**src/qepi_pkg.sv**
```systemverilog
package qepi_pkg;

  // Fixed-point unity for the Q1.16 curve value.
  localparam logic [16:0] ONE_Q16 = 17'd65536;

  // Configuration register word indexes.
  localparam logic REG_CURVE_MODE = 1'b0;

  // Easing curve selection.
  typedef enum logic [1:0] {
    CURVE_LINEAR = 2'd0,
    CURVE_IN     = 2'd1,
    CURVE_OUT    = 2'd2,
    CURVE_IN_OUT = 2'd3
  } curve_mode_t;

  // One incoming vertex request.
  typedef struct packed {
    logic [15:0]        time_now;
    logic signed [15:0] from_x;
    logic signed [15:0] from_y;
    logic signed [15:0] to_x;
    logic signed [15:0] to_y;
    logic               last_point;
  } in_req_t;

  // One interpolated point.
  typedef struct packed {
    logic signed [15:0] point_x;
    logic signed [15:0] point_y;
    logic               end_of_path;
  } out_rsp_t;

  // Vertex coordinates carried alongside the time math.
  typedef struct packed {
    logic signed [15:0] from_x;
    logic signed [15:0] from_y;
    logic signed [15:0] to_x;
    logic signed [15:0] to_y;
    logic               last_point;
  } vtx_t;

  // Progress stage result.
  typedef struct packed {
    logic [15:0] p;
    logic        at_end;
    vtx_t        vtx;
  } prog_t;

  // Curve stage result.
  typedef struct packed {
    logic [16:0]        f;
    logic signed [15:0] from_x;
    logic signed [15:0] from_y;
    logic signed [16:0] dx;
    logic signed [16:0] dy;
    logic               last_point;
  } crv_t;

endpackage

```
**src/qepi_blend.sv**
```systemverilog
module qepi_blend import qepi_pkg::*; (
  input  logic     clk,
  input  logic     rst,
  input  logic     up_valid,
  output logic     up_stall,
  input  crv_t     up,
  output logic     dn_valid,
  input  logic     dn_stall,
  output out_rsp_t dn
);

  logic               f_valid;
  logic               g_valid;
  logic               f_en;
  logic               g_en;
  logic signed [17:0] f_signed;
  logic signed [34:0] f_prod_x;
  logic signed [34:0] f_prod_y;
  logic signed [15:0] f_from_x;
  logic signed [15:0] f_from_y;
  logic               f_last;
  logic signed [34:0] adj_x;
  logic signed [34:0] adj_y;
  logic signed [34:0] c_x;
  logic signed [34:0] c_y;

  assign g_en     = !g_valid || !dn_stall;
  assign f_en     = !f_valid || g_en;
  assign up_stall = !f_en;
  assign dn_valid = g_valid;

  always_ff @(posedge clk) begin
    if (rst) begin
      f_valid <= 1'b0;
      g_valid <= 1'b0;
    end else begin
      if (f_en) begin
        f_valid <= up_valid;
      end
      if (g_en) begin
        g_valid <= f_valid;
      end
    end
  end

  // Stage F: scale the change by the curve value.
  assign f_signed = signed'({1'b0, up.f});

  always_ff @(posedge clk) begin
    if (f_en) begin
      f_prod_x <= 35'(up.dx) * 35'(f_signed);
      f_prod_y <= 35'(up.dy) * 35'(f_signed);
      f_from_x <= up.from_x;
      f_from_y <= up.from_y;
      f_last   <= up.last_point;
    end
  end

  // Stage G: drop the fraction toward zero and add the start point.
  assign adj_x = f_prod_x + (f_prod_x[34] ? 35'sd65535 : 35'sd0);
  assign adj_y = f_prod_y + (f_prod_y[34] ? 35'sd65535 : 35'sd0);
  assign c_x   = adj_x >>> 16;
  assign c_y   = adj_y >>> 16;

  always_ff @(posedge clk) begin
    if (g_en) begin
      dn.point_x     <= f_from_x + signed'(c_x[15:0]);
      dn.point_y     <= f_from_y + signed'(c_y[15:0]);
      dn.end_of_path <= f_last;
    end
  end

endmodule

```
**config.mk**
```make
export PLATFORM = sky130hd
export DESIGN_NAME = qepi_blend
export DESIGN_NICKNAME = d
export VERILOG_FILES = /design/src/qepi_pkg.sv /design/src/qepi_blend.sv
export SDC_FILE = /design/constraint.sdc
export NUM_CORES = 2
export LEC_CHECK = 0
export ABC_AREA = 1
export BUFFER_PORTS_ARGS = -buffer_cell sky130_fd_sc_hd__buf_2
export CAP_MARGIN = 10
export CORE_MARGIN = 3
export CORE_UTILIZATION = 55
export DETAILED_ROUTE_END_ITERATION = 10
export PLACE_DENSITY = 0.82
export SLEW_MARGIN = 10
export SYNTH_ARGS = -nofsm -noshare
export SYNTH_HDL_FRONTEND = slang
export SYNTH_SLANG_ARGS = --single-unit
```
**constraint.sdc**
```tcl
create_clock -name clk -period 11.4 [get_ports clk]
set_input_delay 2.28 -clock clk [delete_from_list [all_inputs] [get_ports clk]]
set_output_delay 2.28 -clock clk [all_outputs]
set_load 0.01 [all_outputs]
```
# --- Word level (Yosys, flattened, before mapping) ---
# Cells that the tools add are included.
word_totals:
  register_bits: 138
  inputBits: 88
  out_inout_bits: 35
  elab_cells: 24
op_classes:
  add_sub_neg: 4
  multipliers: 2
  n_mux: 2
  reduce_logical: 6
op_table:
  columns: ["op", "n"]
  rows:
  - ["multiplier 17 x 18 -> 35 bit", 2]
  - ["adder 32 x 17 -> 32 bit", 2]
  - ["adder 16 bit", 2]
  - ["two-way mux 16 bit", 2]
  - ["zero test 1 bit", 4]
  - ["logical OR 1 bit", 2]

# --- Depth between registers and ports, before layout ---
logic_depth:
  ltp_word: 4
  depth_mapped: 27
  depth_no_buf: 25

# --- Least setup slack after synthesis ---
# Ideal clock, no wire load.
synth_timing:
  path_kind: "input-to-reg"
  start: "input port up[20] (netlist name)"
  end: "register f_prod_x[31], data pin"
  setup_ns: 0.252
  arrival_ns: 7.107
  required_time_ns: 11.148
  setup_slack_ns: 4.041
  path_stages: 20
  path_buffers: 2
  cell_sequence: "clkbuf_1 > clkbuf_1 > nand2_1 > fa_1 > fa_1 > inv_1 > fa_1 > fa_1 > fa_1 > inv_1 > fa_1 > inv_1 > ha_1 > a21oi_1 > a21boi_0 > o21bai_1 > a21oi_1 > nand2_1 > nand2_1 > nand2_1"
synth_via:
  elab_chain_cells: 1
synth_lines:
  columns: ["element", "line", "source"]
  rows:
  - ["start, declared", "qepi_blend.sv:6", "input crv_t up,"]
  - ["multiplier 17 x 18 -> 35 bit", "qepi_blend.sv:51", "f_prod_x <= 35'(up.dx) * 35'(f_signed);"]
  - ["end signal, assigned", "qepi_blend.sv:51", null]
  - ["end, declared", "qepi_blend.sv:17", "logic signed [34:0] f_prod_x;"]
# Every way passes these cells.
# A chain may end at the register's enable or synchronous reset.

# --- Final worst setup path ---
layout_timing:
  start: "input port up[74] (netlist name)"
  end: "register f_prod_x[31], data pin"
# Same word-level chain as after synthesis.

==> impl_metrics.py <==
metrics = {
    "run_status": {
        "status": "complete, no violations",
    },
    "timing": {
        "period_minus_slack_ps": 7676,
        "hold_viol": 0,
        "worst_clock_skew_ps": 11.79,
        "tns_ps": 0,
        "worst_pin_slew_ps": 1039,
        "fmax_ghz": 0.1303,
        "slew_headroom": 0.3071,
        "finalCritPeriodShare": 0.6733,
        "drv_slew": 0,
        "rsz0062_at_grt": "no",
        "finalSetupViolCount": 0,
    },
    "critical_path": {
        "cp.arrival_ps": 7860,
        "r2r_end": "dn[25]$_DFFE_PP_",
        "cp_max_fo": 34,
        "worstSetupPathType": "primary input to register",
        "cp_data_required_time_ps": 11580,
        "r2r_start": "f_prod_x[34]$_DFFE_PN_",
        "end_kind": "register",
        "critPathLaunchType": "primary input",
        "reg2reg_slack_ps": 7570,
        "reg2reg_depth": 17,
    },
    "detailed_routing": {
        "wl_um": 70730,
        "vias_per_cell": 5.246,
        "firstDrtPassIters": 5,
        "wl_per_cell_um": 15.98,
        "dr_total_vias": 23210,
        "drt-initial-drc-count": 1955,
        "antenna_left": 0,
        "post-route-drc-count": 0,
    },
    "die": {
        "rows": 83,
        "die_h_um": 234.7,
        "ios": 123,
        "initial_core_util": 0.5584,
        "fp.coreArea_mm2": 0.05151,
        "die_x_um": 234.7,
        "dieArea_mm2": 0.05507,
    },
    "final_layout": {
        "nNetsFinal": 4582,
        "final_common_cell": "inv_1",
        "drive_gt1_frac": 0.05239,
        "syn_to_final_growth_pct": 5.586,
        "mostFrequentLayoutCells": "inv_1, nand2_1, fa_1",
    },
    "synth": {
        "synthCells": 3717,
        "synth_edf_count": 132,
        "yosysUniqueCellTypes": 39,
        "synthTopCellsByArea": "fa_1, edfxtp_1, ha_1",
        "synth_nets": 4571,
        "yosys.area.top_type": "fa_1",
        "yosysTopAreaCellShare": 0.3132,
        "async_reset_ff_frac": 0,
        "avgSynthCellArea_um2": 7.738,
        "yosys_warnings": 0,
        "yosysSeqAreaShare": 0.1392,
        "ys_ff_latch": 134,
        "synth_ff_type": "edfxtp_1",
        "syn_area_mm2": 0.02876,
    },
    "grt": {
        "grt_max_degree": 52,
        "grt_pass1_wl_um": 118400,
        "grt.total_usage": 0.2635,
        "overflow": 0,
        "grt_pass1_vias": 24160,
        "antenna_found_initial": 6,
    },
    "hold_path": {
        "min_path_cells": 0,
        "hold_start": "f_last$_DFFE_PN_",
        "worst_hold_path_type": "register to register",
        "min_to": "dn[0]$_DFFE_PP_",
    },
    "clock_tree": {
        "cts.path.max_buffers": 2,
        "path_clk_slew_ps": 60,
        "post_cts_buffers": 0,
        "hold_buffers": 0,
        "clkLatencyLatePin_ps": 440,
        "tritoncts": "built",
        "cts_buffers": 17,
        "h-tree-depth": 4,
        "cts_resized": 0,
        "cts-root-buf": "clkbuf_16",
        "clock-sinks": 134,
    },
    "placed_design": {
        "hpwl_um": 55550,
        "place_congestion": 0.9339,
        "port_buffers": 122,
    },
    "flow_run": {
        "cap_violations": 0,
    },
}
[per-stage QoR]
step	worst slack, ps	cell area [um2]	std cells	hold WS [ps]	util
after global placement	3396	29750	4389	403.1	0.5776
after floorplan	4041	28760	3717	400.3	-
after global routing	3423	30370	4425	470.1	0.5896
final	3724	30370	4425	428.6	0.5896
after CTS	3831	30360	4421	437.3	0.5894
after detailed placement	3364	29750	4389	418.5	0.5776
[Yosys cell counts, types with 8 or more instances]
cell,count
o21bai_1,17
fa_1,450
nand3_1,85
a21oi_1,133
a21o_1,8
nor2_1,187
edfxtp_1,132
nand2_1,978
nand2_2,14
xnor2_1,20
o21ai_0,54
nand3b_1,15
inv_1,1002
xor2_1,56
ha_1,316
nor3_1,31
clkbuf_1,134
nand4_1,22
[final cells by class]
cell class	instances	area, um2
Inverter	1002	3764
Fill cell	4525	21140
Tap cell	680	850.8
Clock inverter	14	176.4
Timing Repair Buffer	126	640.6
Multi-Input combinational cell	2447	20490
Sequential cell	134	4004
Clock buffer	18	429.2
Antenna cell	4	10.01
[registers in the layout (all words and copies together) (netlist names)]
signal,count
f_prod_y,33
f_prod_x,33
f_from_y,16
f_from_x,16
dn_valid,1
f_last,1
f_valid,1
dn,33
[cells by family (layout without fill, tap and decap cells)]
| kind of cell | Yosys count | in the layout | synth area share |
|---|---|---|---|
| flops | 134 | 134 | 0.1392 |
| compound gates | 242 | 242 | 0.04672 |
| xor+xnor | 76 | 76 | 0.02314 |
| simple gates | 1363 | 1363 | 0.1920 |
| fa+ha+maj | 766 | 766 | 0.4507 |
| other cells | 0 | 4 | 0 |
| buf+inv | 1136 | 1160 | 0.1483 |
[critical path, cell delays in order]
cell and delay (ps):
buf_2 680, nand2_1 190, fa_1 580, inv_1 50
fa_1 560, fa_1 430, fa_1 460, fa_1 500
inv_1 60, fa_1 500, inv_1 50, ha_1 330
a21oi_1 210, a21boi_0 410, o21bai_1 150, a21oi_1 200
nand2_1 80, nand2_1 60, nand2_1 40
[metal layers]
layer | GRT usage | wire [um] | vias to the layer above
li1 | - | - | 11020
met3 | 0.05880 | 7162 | 191
met4 | 0.09405 | 2403 | 4
met1 | 0.3467 | 28860 | 10880
met5 | 0 | 14 | -
met2 | 0.4307 | 32290 | 1125
[how the worst max path moves through the flow]
stage,slack [ps],cells after the start,end,from
floorplan,4040,20,f_prod_x[31]$_DFFE_PN_,up[20]
detailed placement,3360,19,f_prod_x[31]$_DFFE_PN_,up[82]
CTS,3830,19,f_prod_x[31]$_DFFE_PN_,up[82]
finish,3720,19,f_prod_x[31]$_DFFE_PN_,up[74]
global route,3420,20,f_prod_x[31]$_DFFE_PN_,up[82]
global placement,3400,19,f_prod_y[26]$_DFFE_PN_,up[73]
Power is left out: the tool's default activity adds up to more than one toggle a clock period on the data nets, which glitch-free logic cannot reach.
