**config.mk**
```make
export PLATFORM = sky130hd
export DESIGN_NAME = qepi_progress
export DESIGN_NICKNAME = d
export VERILOG_FILES = /design/src/qepi_pkg.sv /design/src/qepi_progress.sv
export SDC_FILE = /design/constraint.sdc
export NUM_CORES = 1
export LEC_CHECK = 0
export BUFFER_PORTS_ARGS = -buffer_cell sky130_fd_sc_hd__buf_2
export CORE_MARGIN = 2
export CORE_UTILIZATION = 53
export CTS_CLUSTER_SIZE = 16
export DETAILED_ROUTE_END_ITERATION = 7
export PLACE_DENSITY = 0.8
export SLEW_MARGIN = 20
export SYNTH_ARGS = -nofsm -noshare
export SYNTH_HDL_FRONTEND = slang
export SYNTH_SLANG_ARGS = --single-unit
```
**constraint.sdc**
```tcl
create_clock -name clk -period 5 [get_ports clk]
set_input_delay 1 -clock clk [delete_from_list [all_inputs] [get_ports clk]]
set_output_delay 1 -clock clk [all_outputs]
set_load 0.005 [all_outputs]
```
**src/qepi_pkg.sv**
```systemverilog
package qepi_pkg;

  // Fixed-point unity for the Q1.16 curve value.
  localparam logic [16:0] ONE_Q16 = 17'd65536;

  // Configuration register word indexes.
  localparam logic REG_CURVE_MODE = 1'b0;

  // Easing curve selection.
  typedef enum logic [1:0] {
    CURVE_LINEAR = 2'd0,
    CURVE_IN     = 2'd1,
    CURVE_OUT    = 2'd2,
    CURVE_IN_OUT = 2'd3
  } curve_mode_t;

  // One incoming vertex request.
  typedef struct packed {
    logic [15:0]        time_now;
    logic signed [15:0] from_x;
    logic signed [15:0] from_y;
    logic signed [15:0] to_x;
    logic signed [15:0] to_y;
    logic               last_point;
  } in_req_t;

  // One interpolated point.
  typedef struct packed {
    logic signed [15:0] point_x;
    logic signed [15:0] point_y;
    logic               end_of_path;
  } out_rsp_t;

  // Vertex coordinates carried alongside the time math.
  typedef struct packed {
    logic signed [15:0] from_x;
    logic signed [15:0] from_y;
    logic signed [15:0] to_x;
    logic signed [15:0] to_y;
    logic               last_point;
  } vtx_t;

  // Progress stage result.
  typedef struct packed {
    logic [15:0] p;
    logic        at_end;
    vtx_t        vtx;
  } prog_t;

  // Curve stage result.
  typedef struct packed {
    logic [16:0]        f;
    logic signed [15:0] from_x;
    logic signed [15:0] from_y;
    logic signed [16:0] dx;
    logic signed [16:0] dy;
    logic               last_point;
  } crv_t;

endpackage

```
**src/qepi_progress.sv**
```systemverilog
module qepi_progress import qepi_pkg::*; #(
  parameter int TIME_BITS = 16
) (
  input  logic    clk,
  input  logic    rst,
  input  logic    up_valid,
  output logic    up_stall,
  input  in_req_t up,
  output logic    dn_valid,
  input  logic    dn_stall,
  output prog_t   dn
);

  localparam int unsigned TMAX = (1 << TIME_BITS) - 1;
  localparam int NW = TIME_BITS + 16;
  localparam int NT = (NW + TIME_BITS - 1) / TIME_BITS;
  localparam int NC = NT + 1;
  localparam int RW = TIME_BITS + 18;

  logic                 a_valid;
  logic                 b_valid;
  logic                 a_en;
  logic                 b_en;
  logic [NW-1:0]        t_wide;
  logic [TIME_BITS-1:0] t_in;
  logic [NW-1:0]        n_in;
  logic [NW-1:0]        s_sum;
  logic [TIME_BITS-1:0] a_t;
  logic [16:0]          a_s;
  logic                 a_end;
  vtx_t                 a_vtx;
  logic [NW-1:0]        n_b;
  logic [RW-1:0]        r_b;
  logic [16:0]          q_b;

  // Stage enables: a stage moves when it is empty or its successor moves.
  assign b_en     = !b_valid || !dn_stall;
  assign a_en     = !a_valid || b_en;
  assign up_stall = !a_en;
  assign dn_valid = b_valid;

  // Mask the time to the configured width and scale it to Q16.
  assign t_wide = NW'(up.time_now);
  assign t_in   = t_wide[TIME_BITS-1:0];
  assign n_in   = {t_in, 16'b0};

  // Estimate of n / (2^k - 1) as the series n/2^k + n/2^2k + ...
  always_comb begin
    s_sum = '0;
    for (int i = 1; i <= NT; i++) begin
      s_sum = s_sum + (n_in >> (i * TIME_BITS));
    end
  end

  always_ff @(posedge clk) begin
    if (rst) begin
      a_valid <= 1'b0;
      b_valid <= 1'b0;
    end else begin
      if (a_en) begin
        a_valid <= up_valid;
      end
      if (b_en) begin
        b_valid <= a_valid;
      end
    end
  end

  always_ff @(posedge clk) begin
    if (a_en) begin
      a_t   <= t_in;
      a_s   <= s_sum[16:0];
      a_end <= (t_in == TIME_BITS'(TMAX));
      a_vtx <= '{from_x: up.from_x, from_y: up.from_y, to_x: up.to_x,
                 to_y: up.to_y, last_point: up.last_point};
    end
  end

  // The estimate is low by at most a few units; the remainder fixes it.
  assign n_b = {a_t, 16'b0};
  assign r_b = RW'(n_b) + RW'(a_s) - (RW'(a_s) << TIME_BITS);

  always_comb begin
    q_b = a_s;
    for (int j = 1; j <= NC; j++) begin
      if (r_b >= RW'(j * TMAX)) begin
        q_b = q_b + 17'd1;
      end
    end
  end

  always_ff @(posedge clk) begin
    if (b_en) begin
      dn.p      <= q_b[15:0];
      dn.at_end <= a_end;
      dn.vtx    <= a_vtx;
    end
  end

endmodule

```
Yosys cells after proc, flatten, opt, wreduce, memory -nomap -nowiden --
Index checks and enable logic that the tools add are counted.
Operators by class: $add $sub $neg 5, order comparisons 3, equality and inequality tests 1, mux-type cells 3, reductions and logical operators 6
Operators with widths (number):
- adder 16 x 1 -> 16 bit (second input constant) | 3
- 2-to-1 mux 16 bit | 3
- greater-or-equal comparator 34 x 16 -> 1 bit (second input constant) | 1
- greater-or-equal comparator 34 x 17 -> 1 bit (second input constant) | 1
- greater-or-equal comparator 34 x 18 -> 1 bit (second input constant) | 1
- subtractor 33 x 32 -> 34 bit | 1
- adder 32 x 16 -> 33 bit | 1
- equality test 16 bit (second input constant) | 1
- logical NOT 1 bit | 4
- logical OR 1 bit | 2
Word-level totals: register bits after elaboration 166, input bits 85, output and inout port bits 84, word-level logic and storage cells 34

Logic depth before layout (Yosys ltp) --
depth in word-level cells 8, gate-level depth with buffers 15, depth with buffers taken out 15

Worst setup path before layout --
OpenSTA, ideal clock, no wires.
kind input to output, start point in dn_stall, end point out up_stall, arrival 3315 ps, required time 4000 ps, setup slack 685 ps, stages 2, buffers on the path 0, path through nand3_1 > inv_1
On the way: word-level cells in the longest chain between the ends 4
Ends and longest elaborated chain:
- start, declared | line qepi_progress.sv:10 | input logic dn_stall,
- logical NOT 1 bit | line qepi_progress.sv:37 | assign b_en = !b_valid || !dn_stall;
- logical OR 1 bit | line qepi_progress.sv:37
- logical OR 1 bit | line qepi_progress.sv:38 | assign a_en = !a_valid || b_en;
- logical NOT 1 bit | line qepi_progress.sv:39 | assign up_stall = !a_en;
- end, declared | line qepi_progress.sv:7 | output logic up_stall,
No other way between the ends.

Worst setup path in the final report --
start point reg a_t[0], end point reg dn[81] (netlist bit) (data pin)
On the way: word-level cells in the longest chain between the ends 8, elaborated cells on any way between the ends 11, classes of those cells 5 x add/sub; 3 x order compare; 3 x mux
Ends and longest elaborated chain:
- start, declared | line qepi_progress.sv:28 | logic [TIME_BITS-1:0] a_t;
- start signal, assigned | line qepi_progress.sv:71 | a_t <= t_in;
- adder 32 x 16 -> 33 bit | line qepi_progress.sv:81 | assign r_b = RW'(n_b) + RW'(a_s) - (RW'(a_s) << TIME_BITS);
- subtractor 33 x 32 -> 34 bit | line qepi_progress.sv:81
- greater-or-equal comparator 34 x 16 -> 1 bit | line qepi_progress.sv:86 | if (r_b >= RW'(j * TMAX)) begin
- 2-to-1 mux 16 bit | line qepi_progress.sv:86
- adder 16 x 1 -> 16 bit | line qepi_progress.sv:87 | q_b = q_b + 17'd1;
- 2-to-1 mux 16 bit | line qepi_progress.sv:86
- adder 16 x 1 -> 16 bit | line qepi_progress.sv:87
- 2-to-1 mux 16 bit * | line qepi_progress.sv:86
- named net q_b[15] | line qepi_progress.sv:34 | logic [16:0] q_b;
- end, declared | line qepi_progress.sv:11 | output prog_t dn
The timed path passes the listed nets; every way through them passes the cells marked *. A chain may end at the register's enable or synchronous reset.

==> results.yml <==
status:
  status: "finished, final reports clean"
sta:
  finalClockSkew_ns: 0.01320
  timing.fmax_mhz: 276.7
  timing.final.crit_share_pct: 72.27
  tightest_slew_ns: 1.060
  maxSlewHeadroom_pct: 29.36
  fin_tns_setup_ns: 0
  finalMaxSlewViolations: 0
  min_period_ns: 3.614
  rsz0062_at_grt: "false"
  hold_viol_final: 0
  setup_viol: 0
clock_network:
  path_clk_slew_ns: 0.06
  holdBufCountCts: 0
  cts_made_buffers: 17
  clock_path_buffers: 2
  cts_sinks: 166
  h-tree-depth: 4
  clkLatencyLatePin_ns: 0.42
  post_cts_buffers: 0
  post_cts_resize_count: 0
  cts_tree: "built"
  cts_root_buf: "clkbuf_16"
detailed_routing:
  vias: 3889
  viasPerCell: 5.178
  wirelength_mm: 11.85
  ant_nets: 0
  post_drt_wl_per_cell_um: 15.78
  first_pass_iters: 4
  drt_iter0_markers: 349
  route.detailed.drc: 0
die:
  die_h_um: 115.5
  die_w_um: 115.5
  start_util_pct: 54.66
  fp.dieArea_um2: 13350
  core_area_um2: 12060
  rows: 40
  boundaryPins: 169
logic_synthesis:
  synth-seq-cells: 166
  ys.warnings.count: 0
  syn_inst: 392
  yosysSeqAreaShare_pct: 75.31
  synth_edf_count: 164
  synth_cell_types: 77
  synth.avg_cell_area_um2: 16.82
  syn_nets: 482
  syn_area_um2: 6593
  ys.flop_type: "edfxtp_1"
  async_reset_ff_share_pct: 0
critical_path:
  timing.rr.start: "a_t[0]$_DFFE_PN_"
  reg2reg_depth: 10
  critical-path-top-delay-family: "simple AND/OR/NAND/NOR gates"
  rrSetupSlack_ns: 1.39
  start_kind: "flip-flop"
  critPathMaxStageDelay_ns: 0.55
  crit_required_ns: 5.27
  end_kind: "flip-flop"
  r2r-end: "dn[81]$_DFFE_PP_"
  path_max_fanout: 11
  worst-setup-path-type: "flip-flop to flip-flop"
  crit_arrival_ns: 3.89
  crit_chain: "ha_1 > nand4_4 > or3_1 > nor3_1 > o21ai_0 > nor3_1 > nor4b_1 > nor2_1 > a2111o_1 > nor2_1"
  crit_buf_inv: 0
  cp_slowest_cell: "edfxtp_1"
pwr:
  p_leak_nw: 3.175
  power_density_nw_per_um2: 374.1
  total_power_mw: 3.050
  ir_drop_uv: 399.6
run:
  cap_violations: 0
place:
  port_buffers: 168
  dp_hpwl_mm: 8.292
  gp_congestion: 0.9088
grt:
  grt_overflow_total: 0
  grt_max_degree: 84
  grt_pass1_wl_mm: 18.76
  grt_antenna_before_repair: 1
  grt_use_total_pct: 18.85
  grt_pass1_vias: 3778
final_layout:
  nNetsFinal: 661
  fin_util_pct: 67.60
  syn_to_final_growth_pct: 23.69
  drive_gt1_share_pct: 39.52
min_path:
  hold_start: "a_vtx[5]$_DFFE_PN_"
  hp-class: "flip-flop to flip-flop"
  hold_end: "dn[5]$_DFFE_PP_"
  hold_path_depth: 0
-- synth_stat cells, types with 3 or more instances --
library cell,number,area [um^2]
edfxtp_1,164,4925
nor2_1,20,75.07
xnor2_1,17,148.9
nand2_1,16,60.06
xor2_1,11,96.34
inv_1,10,37.54
o21ai_0,10,50.05
nand3_1,9,45.04
nand4_1,9,56.30
a21oi_1,6,30.03
ha_1,5,62.56
nand2b_1,5,31.28
nor3_1,5,25.02
nor4_1,5,31.28
o21a_1,5,37.54
or4_1,5,37.54
a211oi_1,3,22.52
buf_4,3,22.52
clkbuf_1,3,11.26
nand3_2,3,30.03
nor3b_1,3,22.52
o211ai_1,3,22.52
-- flip-flops by register name, summed over array words and instances (netlist names) --
signal	count
a_vtx	65
a_valid	1
dn	82
a_end	1
a_t	16
dn_valid	1
-- power by group --
group	internal, mW	switching [mW]	total (mW)
combinational	0.0974	0.116	0.214
clock	0.676	0.496	1.17
sequential	1.63	0.0357	1.67
total	2.40	0.647	3.05
-- worst max path at each step --
stage | end | slack [ns] | from | depth (start not counted)
finish | dn[81]$_DFFE_PP_ | 1.39 | a_t[0]$_DFFE_PN_ | 10
global route | dn[81]$_DFFE_PP_ | 1.01 | a_t[0]$_DFFE_PN_ | 10
CTS | dn[81]$_DFFE_PP_ | 1.41 | a_t[0]$_DFFE_PN_ | 10
detailed placement | dn[81]$_DFFE_PP_ | 1.42 | a_t[0]$_DFFE_PN_ | 10
global placement | dn[81]$_DFFE_PP_ | 1.58 | a_t[0]$_DFFE_PN_ | 10
floorplan | up_stall | 0.68 | dn_stall | 2
-- routing by layer --
layer	GRT usage [%]	vias to the layer above	share of wire, %
li1	-	1902	-
met1	23.87	1824	43
met2	30.02	145	48
met3	5.753	18	6.5
met4	8.835	0	2.5
met5	0	-	0
-- kinds of logic (layout without fill, tap and decap cells) --
group / count (synthesis) / in the layout / share of synthesized area, %
AO/OA/AOI/OAI: 57 / 57 / 7.213
XOR/XNOR: 28 / 28 / 3.720
adder cells (fa/ha/maj): 5 / 5 / 0.9489
buffers and inverters: 20 / 210 / 1.461
flip-flops: 166 / 166 / 75.31
multiplexers: 4 / 4 / 0.6453
other: 1 / 2 / 0.05688
AND/OR/NAND/NOR: 111 / 111 / 10.65
-- cells in the final DEF (no fill, tap or decap), drive strengths merged, types with 12 or more instances in the layout --
cell	Yosys	final
buf	5	169
edfxtp	164	164
nor2	22	22
nand2	18	18
xnor2	17	17
clkbuf	4	17
inv	11	13
nand3	12	12
-- final cells by class --
cell class                 count  area [um^2]
multi-input combinational    206         1551
antenna                        1        2.502
clock inverter                13        110.1
sequential                   166         4965
fill                         827         3908
timing repair buffer         169        848.3
inverter                      11        41.29
tap                          168        210.2
clock buffer                  17        425.4
-- per-stage QoR --
stage	hold slack, ns	cells	area [um^2]	worst slack, ns
2_1_floorplan	0.4003	392	6593	0.6848
3_3_place_gp	0.4003	720	7616	1.583
3_5_place_dp	0.4045	720	7616	1.421
4_1_cts	0.4156	750	8152	1.405
5_1_grt	0.4166	751	8154	1.010
6_report	0.4109	751	8154	1.386
-- worst reg2reg max path, stage by stage (launching register included) --
cell,delay [ns]
edfxtp_1,0.55
ha_1,0.48
nand4_4,0.22
or3_1,0.45
nor3_1,0.32
o21ai_0,0.17
nor3_1,0.18
nor4b_1,0.47
nor2_1,0.11
a2111o_1,0.43
nor2_1,0.09
Power figures use the tool's default switching activity.
