<file path="config.mk">
export PLATFORM = sky130hd
export DESIGN_NAME = qepi_curve
export DESIGN_NICKNAME = d
export VERILOG_FILES = /design/src/qepi_pkg.sv /design/src/qepi_curve.sv
export SDC_FILE = /design/constraint.sdc
export NUM_CORES = 1
export LEC_CHECK = 0
export BUFFER_PORTS_ARGS = -buffer_cell sky130_fd_sc_hd__buf_2
export CORE_MARGIN = 2
export CORE_UTILIZATION = 57
export DETAILED_ROUTE_END_ITERATION = 7
export PLACE_DENSITY = 0.86
export SYNTH_ARGS = -nofsm -noshare
export SYNTH_HDL_FRONTEND = slang
export SYNTH_SLANG_ARGS = --single-unit
</file>
<file path="constraint.sdc">
create_clock -name clk -period 8.7 [get_ports clk]
set_clock_uncertainty 0.1 [all_clocks]
set_input_delay 1.305 -clock clk [delete_from_list [all_inputs] [get_ports clk]]
set_output_delay 1.305 -clock clk [all_outputs]
set_load 0.02 [all_outputs]
</file>
<file path="src/qepi_pkg.sv">
package qepi_pkg;

  // Fixed-point unity for the Q1.16 curve value.
  localparam logic [16:0] ONE_Q16 = 17'd65536;

  // Configuration register word indexes.
  localparam logic REG_CURVE_MODE = 1'b0;

  // Easing curve selection.
  typedef enum logic [1:0] {
    CURVE_LINEAR = 2'd0,
    CURVE_IN     = 2'd1,
    CURVE_OUT    = 2'd2,
    CURVE_IN_OUT = 2'd3
  } curve_mode_t;

  // One incoming vertex request.
  typedef struct packed {
    logic [15:0]        time_now;
    logic signed [15:0] from_x;
    logic signed [15:0] from_y;
    logic signed [15:0] to_x;
    logic signed [15:0] to_y;
    logic               last_point;
  } in_req_t;

  // One interpolated point.
  typedef struct packed {
    logic signed [15:0] point_x;
    logic signed [15:0] point_y;
    logic               end_of_path;
  } out_rsp_t;

  // Vertex coordinates carried alongside the time math.
  typedef struct packed {
    logic signed [15:0] from_x;
    logic signed [15:0] from_y;
    logic signed [15:0] to_x;
    logic signed [15:0] to_y;
    logic               last_point;
  } vtx_t;

  // Progress stage result.
  typedef struct packed {
    logic [15:0] p;
    logic        at_end;
    vtx_t        vtx;
  } prog_t;

  // Curve stage result.
  typedef struct packed {
    logic [16:0]        f;
    logic signed [15:0] from_x;
    logic signed [15:0] from_y;
    logic signed [16:0] dx;
    logic signed [16:0] dy;
    logic               last_point;
  } crv_t;

endpackage

</file>
<file path="src/qepi_curve.sv">
module qepi_curve import qepi_pkg::*; (
  input  logic        clk,
  input  logic        rst,
  input  curve_mode_t mode,
  input  logic        up_valid,
  output logic        up_stall,
  input  prog_t       up,
  output logic        dn_valid,
  input  logic        dn_stall,
  output crv_t        dn
);

  logic               c_valid;
  logic               d_valid;
  logic               e_valid;
  logic               c_en;
  logic               d_en;
  logic               e_en;
  logic [16:0]        x_in;
  logic [33:0]        sq_c;
  logic [33:0]        sq_d;
  logic [16:0]        f_e;

  // Stage C registers.
  logic [16:0]        c_x2;
  logic [15:0]        c_p;
  logic               c_end;
  logic signed [15:0] c_from_x;
  logic signed [15:0] c_from_y;
  logic signed [16:0] c_dx;
  logic signed [16:0] c_dy;
  logic               c_last;

  // Stage D registers.
  logic [16:0]        d_x4;
  logic [15:0]        d_p;
  logic               d_end;
  logic signed [15:0] d_from_x;
  logic signed [15:0] d_from_y;
  logic signed [16:0] d_dx;
  logic signed [16:0] d_dy;
  logic               d_last;

  assign e_en     = !e_valid || !dn_stall;
  assign d_en     = !d_valid || e_en;
  assign c_en     = !c_valid || d_en;
  assign up_stall = !c_en;
  assign dn_valid = e_valid;

  always_ff @(posedge clk) begin
    if (rst) begin
      c_valid <= 1'b0;
      d_valid <= 1'b0;
      e_valid <= 1'b0;
    end else begin
      if (c_en) begin
        c_valid <= up_valid;
      end
      if (d_en) begin
        d_valid <= c_valid;
      end
      if (e_en) begin
        e_valid <= d_valid;
      end
    end
  end

  // Base of the fourth power for the selected curve.
  always_comb begin
    case (mode)
      CURVE_OUT: x_in = ONE_Q16 - {1'b0, up.p};
      CURVE_IN_OUT: begin
        if (!up.p[15]) begin
          x_in = {up.p, 1'b0};
        end else begin
          x_in = 17'(18'd131072 - {1'b0, up.p, 1'b0});
        end
      end
      default: x_in = {1'b0, up.p};
    endcase
  end

  // Stage C: square of the base; change terms.
  assign sq_c = 34'(x_in) * 34'(x_in);

  always_ff @(posedge clk) begin
    if (c_en) begin
      c_x2     <= sq_c[32:16];
      c_p      <= up.p;
      c_end    <= up.at_end;
      c_from_x <= up.vtx.from_x;
      c_from_y <= up.vtx.from_y;
      c_dx     <= 17'(up.vtx.to_x) - 17'(up.vtx.from_x);
      c_dy     <= 17'(up.vtx.to_y) - 17'(up.vtx.from_y);
      c_last   <= up.vtx.last_point;
    end
  end

  // Stage D: fourth power.
  assign sq_d = 34'(c_x2) * 34'(c_x2);

  always_ff @(posedge clk) begin
    if (d_en) begin
      d_x4     <= sq_d[32:16];
      d_p      <= c_p;
      d_end    <= c_end;
      d_from_x <= c_from_x;
      d_from_y <= c_from_y;
      d_dx     <= c_dx;
      d_dy     <= c_dy;
      d_last   <= c_last;
    end
  end

  // Stage E: curve value; the final time position lands exactly on unity.
  always_comb begin
    case (mode)
      CURVE_IN:  f_e = d_x4;
      CURVE_OUT: f_e = ONE_Q16 - d_x4;
      CURVE_IN_OUT: begin
        if (!d_p[15]) begin
          f_e = d_x4 >> 1;
        end else begin
          f_e = ONE_Q16 - (d_x4 >> 1);
        end
      end
      default: f_e = {1'b0, d_p};
    endcase
    if (d_end) begin
      f_e = ONE_Q16;
    end
  end

  always_ff @(posedge clk) begin
    if (e_en) begin
      dn.f          <= f_e;
      dn.from_x     <= d_from_x;
      dn.from_y     <= d_from_y;
      dn.dx         <= d_dx;
      dn.dy         <= d_dy;
      dn.last_point <= d_last;
    end
  end

endmodule

</file>
* Word level (Yosys, flattened, before mapping)
Index checks and enable logic that the tools add are counted.
** Word-level totals
- Output and inout port bits :: 86
- Bits in read-only memories :: 0
- Register bits :: 289
- Memories kept :: 0
- Memory bits (writable) :: 0
- Latch bits :: 0
- Logic and storage cells :: 48
** Operators by class
- Reductions and logical operators :: 8
- $add $sub $neg :: 6
- $lt $le $gt $ge :: 0
- $mul :: 2
- Eq/ne operators :: 3
- Bitwise operators :: 0
- Shift-type cells :: 0
- Div/mod/pow operators :: 0
- Mux-type cells :: 4
** Operators with widths (count)
- 17-bit by 17-bit multiplier with 33-bit output :: 2
- 17-bit one-hot mux with 3 select lines :: 1
- 17-bit 2-to-1 mux :: 2
- 17-bit one-hot mux with 2 select lines :: 1
- 16-bit by 16-bit subtractor with 17-bit output :: 2
- 17-bit by 16-bit subtractor with 17-bit output, first input constant :: 2
- 1-bit by 17-bit subtractor with 17-bit output, first input constant :: 1
- 17-bit subtractor, first input constant :: 1
- 1-bit logical NOT :: 5
- 2-bit equality test, second input constant :: 2
- 1-bit logical OR :: 3
- 2-bit by 1-bit equality test with 1-bit output, second input constant :: 1

* Depth between registers and ports, before layout
Gate-level depths: netlist of run 1.
- Depth in word-level cells :: 5
- Depth in mapped cells :: 34

* Least setup slack after synthesis of run 1
OpenSTA, ideal clock, no wires.
- Path type :: input to register
- From :: input port up[66] (netlist name)
- To :: register c_x2[10], data pin
- Buffers on the path :: 2
- Library setup time :: 0.271 ns
- Cell stages on the path :: 30
- Required time :: 8.329 ns
- Setup slack :: 0.071 ns
- Data arrival time :: 8.259 ns
- Path through :: clkbuf_1 -> inv_1 -> ha_1 -> nor3b_1 -> nand2_1 -> nor3_1 -> nand2b_1 -> xnor2_1 -> a22o_1 -> a22oi_1 -> buf_2 -> nor2_1 -> fa_1 -> inv_1 -> fa_1 -> fa_1 -> inv_1 -> fa_1 -> fa_1 -> inv_1 -> fa_1 -> inv_1 -> ha_1 -> nand4_1 -> or3_1 -> nor3_1 -> o31ai_1 -> a21oi_1 -> mux2i_1 -> o2111ai_1
** Between the ends
- Longest elaborated chain between the ends :: 4
** RTL lines
- start: declaration :: line qepi_curve.sv:7 : input prog_t up,
- 1-bit by 17-bit subtractor with 17-bit output :: line qepi_curve.sv:76 : x_in = 17'(18'd131072 - {1'b0, up.p, 1'b0});
- 17-bit 2-to-1 mux :: line qepi_curve.sv:73 : if (!up.p[15]) begin
- 17-bit one-hot mux with 2 select lines (*) :: line qepi_curve.sv:70 : case (mode)
- 17-bit by 17-bit multiplier with 33-bit output (*) :: line qepi_curve.sv:84 : assign sq_c = 34'(x_in) * 34'(x_in);
- via sq_c[26] :: line qepi_curve.sv:20 : logic [33:0] sq_c;
- end signal: assignment :: line qepi_curve.sv:88 : c_x2 <= sq_c[32:16];
- end: declaration :: line qepi_curve.sv:25 : logic [16:0] c_x2;
Mark *: on every way through the listed nets, which the timed path passes. The rest lies on a longest branch.
A chain may end at the register's enable or synchronous reset.

* Worst setup path in the final report of run 1
- From :: input port up[77] (netlist name)
- To :: register c_x2[14], data pin
Same word-level chain as after synthesis.

==> results.md, run 1 <==
Synthesis:
- The share of the synthesized area in the top cell type is 31.12%.
- For this run, the leading register cell type out of synthesis is edfxtp_1.
- The mean post-synth cell area is 10.66 um2.
- The post-synthesis sequential element count is 289.
- The async set-reset flop share out of synthesis is 0%.
- The number of flops mapped to enable cells by yosys is 286.
- Counting every net in the synthesized netlist gives 3299.
- Of all cell types, the one taking the most synthesized area is edfxtp_1.
- The post-synthesis instance area is 27590 um2.
- The share of synthesized area occupied by flip-flops and latches is 31.34%.
- The number of warning messages in the yosys log is 0.
- The number of different library cells used by synthesis comes to 76.
- Synthesis handed over a netlist of 2588 instances.
- By area the synthesized netlist is led by edfxtp_1, fa_1, ha_1, inv_1, nand2_1.

Routing:
- For this block, the routed nets add up to 64.25 mm of wire.
- The DRC violation count after routing is 0.
- The first-pass detailed-route iteration total is 6.
- In this run, the number of DRC markers left after iteration 0 of detailed routing was 1466.
- The total via count after detailed routing is 19230.
- The ratio of routed vias to standard cells is 5.551.
- The count of nets left with antenna violations once routing finished came out at 0.
- The wire length per cell after detailed routing is 18.55 um.

STA:
- The number of endpoints with negative hold slack in the final report came to 0.
- Headroom to the max-slew limit came out at 28.15%.
- The number of max-slew violations in the final report is 0.
- The transition at the pin with the smallest max-transition slack is 1.078 ns.
- The minimum hold slack is 0.2866 ns.
- The final count of negative-setup-slack endpoints is 0.
- After layout, the minimum clock period comes to 8.311 ns.
- Setup repair after global routing left no endpoint under its margin.
- In the finished design, the share of the clock period the worst path needs comes to 95.53%.
- For this run, the top clock speed supported by timing is 120.3 MHz.

Floorplan:
- The starting density of the core is 57.79%.
- The die height is 224.0 um.
- Row generation in the floorplan step produced 80 rows.
- The die boundary width is 224.0 um.
- Pin placement for this block handled 174 I/O pins.
- The die outline area is 50190 um2.
- The floorplan step defined a core boundary enclosing 47750 um2.

Clock tree:
- The later pin in the worst-skew pair is clocked with a latency of 0.58 ns.
- After clock tree synthesis, the clock-pin slew on the worst setup and hold paths is 0.06 ns.
- The total clock buffers created by CTS is 28.
- Buffers added to address setup during post-CTS repair amount to 0.
- The maximum number of buffers from clock root to sink is 3.
- The root buffer cell chosen for the clock tree is clkbuf_16.
- In this run the number of H-tree levels came out at 1.
- The TritonCTS clock tree is yes.
- Counting every sink on the clock net gives 289.

Worst setup path:
- The start of the worst register-to-register path is c_x2[9].
- STA classifies the critical path endpoint as a flip-flop.
- The reg2reg setup slack is 1.07 ns.
- The number of cells on the worst reg-to-reg path is 21.
- The endpoint of the worst-slack reg-to-reg timing path is d_x4[12].
- Data on the critical path arrives at its endpoint at 8.48 ns.
- Along the worst path, the maximum fanout reaches 5.
- STA classifies the critical path startpoint as an input port.
- The critical path is of the in2reg type.
- The data required time at the worst endpoint is 8.87 ns.

Global route:
- The first global-routing pass estimated 105.1 mm of wire.
- The number of antenna violations at the first check in global routing is 6.
- Entering global routing, the biggest net connects 85 pins.
- The aggregate global routing overflow is 0.
- Global routing consumed, over all layers together, 26.35% of the routing resources.
- The via count of the first global-routing pass came to 20830.

Place:
- In this run the cell area measured after placement is 29770 um2.
- The count of buffers added on input and output ports is 173.
- The HPWL after detailed placement is 51.39 mm.
- After detailed placement, the design holds a cell count of 3410.
- At the end of routability-driven placement, the weighted congestion stood at 0.9679.

Min path:
- The worst hold path startpoint is c_p[1].
- Counting instances, the worst hold path has a depth of 0.
- The worst min-delay path endpoint is d_p[1].
- The path class of the lowest-slack min-delay path is reg2reg.

Cells and area:
- The area overhead of the layout relative to synthesis is 10.93%.
- The finished layout cell area is 30610 um2.
- Leaving out fill and tap cells, the most frequent cells in the layout are inv_1, fa_1, edfxtp_1.
- The count of placed standard cells in the final layout, fillers left out is 3464.
- The share of cells above drive strength 1 is 12.24%.
- The leading cell type in the layout, fill and taps excluded is inv_1.
- The count of nets after finishing is 3536.

Run status:
- The flow ran to the end, and the final reports show no timing, DRC or antenna violations.

Job:
- The number of max-cap violations is 0.
per-layer routing:
metal	part of all wire [%]	global-route usage [%]	vias to the layer above	routed length [um]
met3	7.1	3.214	186	4534
met1	38	33.39	9578	24720
met2	51	47.38	767	32770
met5	0.064	0	-	41
li1	-	-	8693	-
met4	3.4	8.000	6	2184
worst max-delay path by stage:
| stage | startpoint | to | slack [ns] | cells past startpoint |
|---|---|---|---|---|
| after floorplan | up[66] | c_x2[10] | 0.07 | 30 |
| after global placement | up[68] | c_x2[14] | -0.04 | 29 |
| after detailed placement | up[77] | c_x2[14] | -0.23 | 29 |
| after CTS | up[77] | c_x2[14] | 0.30 | 29 |
| after global routing | up[77] | c_x2[10] | 0.004 | 29 |
| final | up[77] | c_x2[14] | 0.39 | 28 |
logic make-up after synthesis:
family,Yosys count,share of synthesized area [%]
buffers and inverters,696,9.531
adder cells (fa/ha/maj),623,38.61
AND/OR/NAND/NOR,610,10.24
flip-flops,289,31.34
AO/OA/AOI/OAI,252,6.126
XOR/XNOR,103,3.269
multiplexers,15,0.8797
synth_stat cells, types with 4 or more instances:
master and n:
a211oi_1 22, buf_2 8, o31ai_1 14, o211ai_1 7, a41oi_1 4, edfxtp_1 286, clkinv_1 4, clkbuf_1 55
a21o_1 26, or2_2 5, o21ai_0 48, o311ai_0 4, a31oi_1 12, and2_1 56, o21a_1 5, nor3_1 25
nand3_1 29, or3_1 11, buf_1 8, and3_1 13, nand4_1 10, a21oi_1 57, ha_1 242, inv_1 619
xnor2_1 74, nand2_1 230, nor4_1 6, o221ai_1 4, mux4_2 6, xor2_1 29, nand2b_1 21, nor2b_1 27
fa_1 381, a22o_1 10, a22oi_1 4, nor2_1 159, mux2i_1 7, a21boi_0 5
cell type report:
type,count,area (um2)
fillers,3531,17140
multi-input cells,1603,16340
flip-flops and latches,289,8648
inverters,624,2345
repair buffers,279,1674
well taps,615,769.5
clock buffers,33,719.4
clock inverters,16,106.4
diodes,5,12.51
sequential cells by signal, indices dropped and copies added, names as in the netlist, 16 cells and up:
signal and count:
d_dx 17, c_p 16, c_x2 17, d_from_y 16, d_p 16, c_dy 17, dn 84, c_from_x 16
d_dy 17, d_from_x 16, c_dx 17, d_x4 17, c_from_y 16
worst max-delay path: stages:
cell	delay (ns)
buf_2	0.11
nor3_1	0.26
buf_4	0.19
nand2_1	0.05
or4_1	0.43
nor3_1	0.16
ha_1	0.25
or2_2	0.31
a31oi_1	0.35
nand2_1	0.16
fa_1	0.51
fa_1	0.56
inv_1	0.06
fa_1	0.48
fa_1	0.47
fa_1	0.52
inv_1	0.05
fa_1	0.47
inv_1	0.04
ha_1	0.34
nand3_1	0.11
nor2_1	0.11
nand2_1	0.09
o21ai_1	0.31
o21ai_0	0.19
buf_4	0.18
a31oi_1	0.29
o22ai_1	0.14
metrics by stage:
| step | utilization [%] | setup TNS [ns] | setup WS (ns) |
|---|---|---|---|
| floorplan | - | 0 | 0.07066 |
| global placement | 62.35 | -0.08767 | -0.04438 |
| detailed placement | 62.35 | -1.057 | -0.2343 |
| CTS | 64.07 | 0 | 0.3007 |
| global route | 64.10 | 0 | 0.004353 |
| finish | 64.11 | 0 | 0.3893 |
timing repair:
item,CTS,global route
resized for setup,0,2
hold buffers,0,0
endpoints found under the setup margin,0,4
Power of run 1 is left out: the tool's default activity adds up to more than one toggle a clock period on the data nets, which glitch-free logic cannot reach.
==> run 2: changes to the inputs <==
Settings changed: BUFFER_PORTS_ARGS -buffer_cell sky130_fd_sc_hd__buf_2 to -buffer_cell sky130_fd_sc_hd__buf_4.
Clock period 8.7 ns to 6.7 ns, I/O delays scaled along.
==> run 2 against run 1 <==
Against the previous run:
- the run now ends with setup timing left
- cell count increased by 4.9%
- flip-flop and latch count unchanged
- global-route usage increased by 2.5 points
- critical endpoint is now c_x2[7]
- hold slack improved by 0.029 ns
- core utilization increased by 5.5 points
- count of clock-buffer cells in the layout increased by 1
- die area unchanged
- wire length increased by 12%
- register-to-register slack got worse by 0.91 ns
- sequential share of layout area decreased by 2.2 points
==> results.md, run 2 (same netlist as run 1, synthesis figures left out) <==
Global route:
- Entering global routing, the biggest net connects 86 pins.
- The first global-routing pass estimated 113.9 mm of wire.
- The number of antenna violations at the first check in global routing is 1.
- The aggregate global routing overflow is 0.
- The via count of the first global-routing pass was 22420.
- Global routing consumed, over all layers together, 28.80% of the routing resources.

Routing:
- The overall routed net length is 71.69 mm.
- The total via count after detailed routing is 20400.
- The first TritonRoute pass finished after 5 iterations.
- In the routed design, unresolved DRC markers number 0.
- In the final routed layout, each cell accounts on average for 19.72 um.
- The initial DRC count is 1585.
- Using the TritonRoute via totals, the vias-per-cell ratio works out to 5.612.
- The number of nets still failing antenna checks after routing is 0.

Run status:
- The final reports fail on setup timing.
- The run finished, with violations left.

Place:
- Buffers placed on the I/O ports in this run total 173.
- The final weighted congestion in routability-driven placement is 0.9344.
- At the placement stage, the worst setup path has a slack of -1.537 ns.
- Detailed placement ended at an HPWL of 55.59 mm.

Worst setup path:
- The cell type with the highest occurrence count on the critical path is fa_1.
- In this design, the stage delay of the slowest critical-path cell is 0.58 ns.
- The data required time at the worst endpoint is 6.91 ns.
- The worst setup path is launched from an input port.
- The classification of the worst setup path is in2reg.
- The arrival time of the worst setup path is 7.93 ns.
- The slowest stage of the critical path is the fa_1 cell.
- The maximum net fanout on the critical path is 6.
- The kind of end point of the critical path is a flip-flop.

STA:
- The normalized max-slew margin is 24.83%.
- The final critical-path setup slack is -1.022 ns.
- In the finished design, the share of the clock period the worst path needs comes to 115.3%.
- Setup repair after global routing could not meet its margin everywhere.
- Setup violations remaining at the end of the flow were counted as 17.
- On the final layout, the worst hold slack is 0.3157 ns.
- For the finished layout, the period the worst path requires is 7.722 ns.
- Static timing analysis puts the maximum clock frequency at 129.5 MHz.
- The number of endpoints with negative hold slack in the final report is 0.
- The number of max-slew violations in the final report is 0.
- The transition at the pin with the smallest max-transition slack is 1.128 ns.

Floorplan:
- The starting density of the core is 57.79%.
- Measured along the y axis, the die boundary spans 224.0 um.
- In this run the horizontal extent of the chip is 224.0 um.
- The floorplan step defined a core boundary enclosing 47750 um2.
- The floorplan has 80 rows.
- The die outline area is 50190 um2.
- The number of primary I/O pins is 174.

Clock tree:
- The total clock buffers created by CTS is 29.
- CTS saw 289 sinks.
- For this design, the CTS-stage hold fixing added 0 buffers.
- No sink is reached through more buffers than the 3 on the longest clock path.
- The deepest level of the CTS H-tree is 1.
- At the later pin of the worst-skew pair, clock insertion delay measures 0.56 ns.
- Clock-pin slew was measured on the worst setup and hold paths at 0.07 ns.
- Clock tree synthesis selected as its root buffer the cell clkbuf_16.
- TritonCTS built the clock tree.

Min path:
- The min-delay analysis places its worst path in the category reg2reg.

Job:
- The number of max-cap violations is 0.

Cells and area:
- The flip-flop count of the largest register after layout is 84.
- Counting the fill cells in the layout gives 3174.
- Relative to the synthesized area, the layout overhead comes to 20.45%.
- The library cell used most frequently in the layout, excluding fill and tap cells, is inv_1.
- The library cells used most frequently in the layout, excluding fill and tap cells, are inv_1, buf_4, fa_1.
- The register with the most flip-flops is dn.
- The count of nets after finishing is 3706.
- Of the cells placed in the final design, the portion with a size suffix greater than 1 is 21.57%.
- Cells fill 69.61% of the core in the end.
run 2: cell count changes in the layout (fill, tap and decap cells not counted), sizes merged:
cell and change:
buf +169, bufinv +5, clkbuf +1, clkinv -5, clkinvlp +1, diode -3, inv +3
run 2: cell type report:
cell class | instances | area (um2) | share of cell area [%]
clock inverter | 20 | 260.3 | 0.7830
timing repair buffer | 448 | 3496 | 10.52
tap | 615 | 769.5 | 2.315
multi-input combinational | 1603 | 16960 | 51.02
clock buffer | 34 | 744.5 | 2.240
inverter | 624 | 2357 | 7.092
antenna | 2 | 5.005 | 0.01506
sequential | 289 | 8648 | 26.02
run 2: repair_timing:
item / CTS / global route
gates cloned: 0 / 0
pin swaps: 41 / 55
setup endpoints to repair: 18 / 24
setup buffers: 28 / 22
resized for setup: 49 / 62
run 2: metal layers:
metal / up-vias / global-route usage, % / routed length [um]
met4: 0 / 11.98 / 3355
met5: - / 0 / 0
met3: 257 / 3.581 / 5180
li1: 9028 / - / -
met2: 967 / 52.02 / 37000
met1: 10150 / 34.90 / 26150
run 2: final timing paths:
check            from  endpoint  slack (ns)  cells past startpoint
max            up[66]   c_x2[7]       -1.02                     30
min          d_dy[15]    dn[16]        0.32                      0
max reg2reg   c_x2[3]  d_x4[12]        0.16                     22
min reg2reg  d_dy[15]    dn[16]        0.32                      0
run 2: critical path: cells and delay by family:
family,cells,cell delay [ns]
buffers and inverters,7,0.78
XOR/XNOR,1,0.08
adder cells (fa/ha/maj),8,3.43
AO/OA/AOI/OAI,5,1.02
AND/OR/NAND/NOR,9,1.61
run 2: stage by stage:
stage,setup TNS (ns),instance area (um2),std cells
after detailed placement,-23.26,31440,3529
after global placement,-20.25,31440,3529
after floorplan,-12.69,27980,2588
after global routing,-17.61,33240,3634
final,-14.39,33240,3635
after CTS,-9.241,32870,3611
Power of run 2 is left out for the same reason.
==> run 3: changes to the inputs <==
Settings changed: CELL_PAD_IN_SITES_DETAIL_PLACEMENT set to 0, CELL_PAD_IN_SITES_GLOBAL_PLACEMENT set to 1, CORE_UTILIZATION 57 to 46.
==> run 3 against run 2 <==
Against the previous run:
- sequential share of layout area shrank 0.12 points
- critical endpoint is now c_x2[12]
- non-clock buffer count is 2 lower
- global-route usage shrank 6.3 points
- the flow still finishes with violations (setup timing)
==> results.md, run 3 (same netlist as run 1, synthesis figures left out) <==
Routing:
- For this run, design rule violations remaining after detail routing come to 0.
- Dividing the detail-routed via count by the number of cells gives 5.119.
- The count of nets left with antenna violations once routing finished came out at 0.
- For this block, the routed nets add up to 69.21 mm of wire.
- The initial DRC count is 993.
- In the final routed layout, each cell accounts on average for 18.27 um.
- The pre-antenna-repair detailed-routing pass consisted of 5 iterations.
- The routed layout has 19390 vias.

Clock tree:
- The total number of clock tree sinks is 289.
- The total clock buffers created by CTS is 29.
- The tree is rooted in a clkbuf_16.
- The deepest level of the CTS H-tree is 1.
- For the worst-skew pair, the clock arrives at the later sink with an insertion delay of 0.57 ns.
- TritonCTS built the clock tree.
- After clock tree synthesis, the clock-pin slew on the worst setup and hold paths is 0.07 ns.
- The maximum number of buffers from clock root to sink is 3.
- The number of hold buffers added after CTS was 0.

STA:
- The final count of negative-setup-slack endpoints is 17.
- Across all hold checks on the routed design, the worst slack comes to 0.3120 ns.
- The peak clock frequency supported by timing is 133.9 MHz.
- The number of endpoints with negative hold slack in the final report is 0.
- Setup repair after global routing could not meet its margin everywhere.
- The transition at the pin with the smallest max-transition slack is 1.218 ns.
- For the finished layout, the period the worst path requires is 7.468 ns.
- The final critical-path setup slack is -0.7684 ns.
- The number of max-slew violations in the final report is 0.
- Of the available clock period, the critical path in the final layout requires 111.5%.
- The normalized max-slew margin is 18.76%.

Floorplan:
- The die outline area is 61960 um2.
- After floorplanning, the core was sized to cover 59130 um2.
- The die height is 248.9 um.
- Once the floorplan was initialized, standard cells occupied 46.67% of the core.
- Measured along the x axis, the die boundary spans 248.9 um.
- In this run the count of I/O pins placed on the die edge is 174.
- The row count is 89.

Global route:
- The number of antenna violations at the first check in global routing is 0.
- The aggregate global routing overflow is 0.
- Global routing consumed, over all layers together, 22.54% of the routing resources.
- met2 is the most crowded layer.
- For met1 alone, demand over resource in global routing was 29.09%.
- For this run, global-route usage on met3 was measured as 2.435%.
- The maximum number of pins on one net before global-route repair is 85.
- The via count of the first global-routing pass is 21100.
- Global routing used 39.97% of the available met2 tracks.
- The first global-routing pass estimated 110.8 mm of wire.

Cells and area:
- The finished cells cover 33390 um2.
- The area overhead of the layout relative to synthesis is 20.99%.
- The final antenna diode count is 0.
- In the final layout, the multi-input gates occupy 16990 um2.
- The register with the most flip-flops in the final layout is dn.
- The flip-flop count of the largest register after layout is 84.
- The area used by sequential logic in the layout is 8648 um2.
- Once layout is complete, the cells apart from fillers number 3788.
- The net count of the finished layout is 3704.
- Of the cells placed in the final design, the portion with a size suffix greater than 1 is 21.00%.
- In the layout the commonest cells are inv_1, buf_4, fa_1.
- The filler cells instantiated in the layout total 4986.
- The library cell used most frequently in the layout, excluding fill and tap cells, is inv_1.

Min path:
- The path class of the tightest hold or removal check is reg2reg.

Worst setup path:
- At the worst endpoint, the required time is 6.90 ns.
- The worst register-to-register path has a depth of 23.
- The classification of the worst setup path is in2reg.
- In this run the worst path has a maximum fanout of 5.
- The last element of the critical path is c_x2[12].
- In this run the critical register-to-register path is launched from c_x2[2].
- The cell at the slowest stage of the critical path is fa_1.
- The arrival time of the worst setup path is 7.67 ns.
- The endpoint of the worst-slack reg-to-reg timing path is d_x4[12].
- The kind of end point of the critical path is a flip-flop.
- The reg2reg setup slack is 0.19 ns.
- Among the stages of the critical path, the cell type that occurs most often is fa_1.
- The critical path's largest stage delay is 0.54 ns.
- The startpoint of the worst setup timing path is up[77].
- The worst setup path is launched from an input port.

Place:
- The worst setup timing slack at the placement stage is -1.459 ns.
- The count of buffers added on input and output ports is 173.
- The total cell area at the placement stage is 31750 um2.
- Routability-driven placement finished with a final weighted congestion of 0.9356.
- Including well taps, the total number of placed cells is 3701.
- Detailed placement ended at an HPWL of 56.65 mm.

Run status:
- The run finished, with violations left.
- The final reports fail on setup timing.

Job:
- The number of max-cap violations is 0.
[run 3: cell count changes in the layout (fill, tap and decap cells not counted), moves of 4 or more]
cell      change
inv_2         -6
inv_1         +6
buf_4         -5
clkinv_1      +5
buf_6         +4
nor3_2        -4
[run 3: critical path: cells and delay by family]
| kind | cells | cell delay (ns) |
|---|---|---|
| buf+inv | 7 | 0.62 |
| xor+xnor | 1 | 0.16 |
| compound gates | 3 | 0.55 |
| simple gates | 11 | 1.87 |
| fa+ha+maj | 8 | 3.45 |
[run 3: worst min-delay path by stage]
| stage | startpoint | to | slack (ns) | cells after the start |
|---|---|---|---|---|
| 2_1_floorplan | c_dx[0] | d_dx[0] | 0.30 | 0 |
| 3_3_place_gp | c_last | d_last | 0.30 | 0 |
| 3_5_place_dp | c_dy[3] | d_dy[3] | 0.30 | 0 |
| 4_1_cts | d_from_x[4] | dn[55] | 0.31 | 0 |
| 5_1_grt | c_dy[7] | d_dy[7] | 0.32 | 0 |
| 6_report | c_p[9] | d_p[9] | 0.31 | 0 |
[run 3: metrics by stage]
step | setup TNS [ns] | utilization [%]
2_1_floorplan | -12.69 | -
3_3_place_gp | -19.63 | 53.69
3_5_place_dp | -21.66 | 53.69
4_1_cts | -7.629 | 55.74
5_1_grt | -13.05 | 56.46
6_report | -9.319 | 56.46
[run 3: area by class of cell]
type / instances / area share [%]
multi-input combinational: 1603 / 50.90
sequential: 289 / 25.90
timing repair buffer: 446 / 10.40
inverter: 624 / 7.045
tap: 773 / 2.897
clock buffer: 32 / 2.207
clock inverter: 21 / 0.6483
[run 3: what timing repair did]
item                       CTS  global route
buffers inserted            14            21
resized for setup           43            68
setup endpoints to repair   20            24
pin swaps                   26            34
[run 3: layer usage]
layer | share of wire [%] | up-vias
li1 | - | 9018
met1 | 42 | 9771
met2 | 51 | 481
met3 | 4.3 | 120
met4 | 2.9 | 0
met5 | 0 | -
Power of run 3 is left out for the same reason.
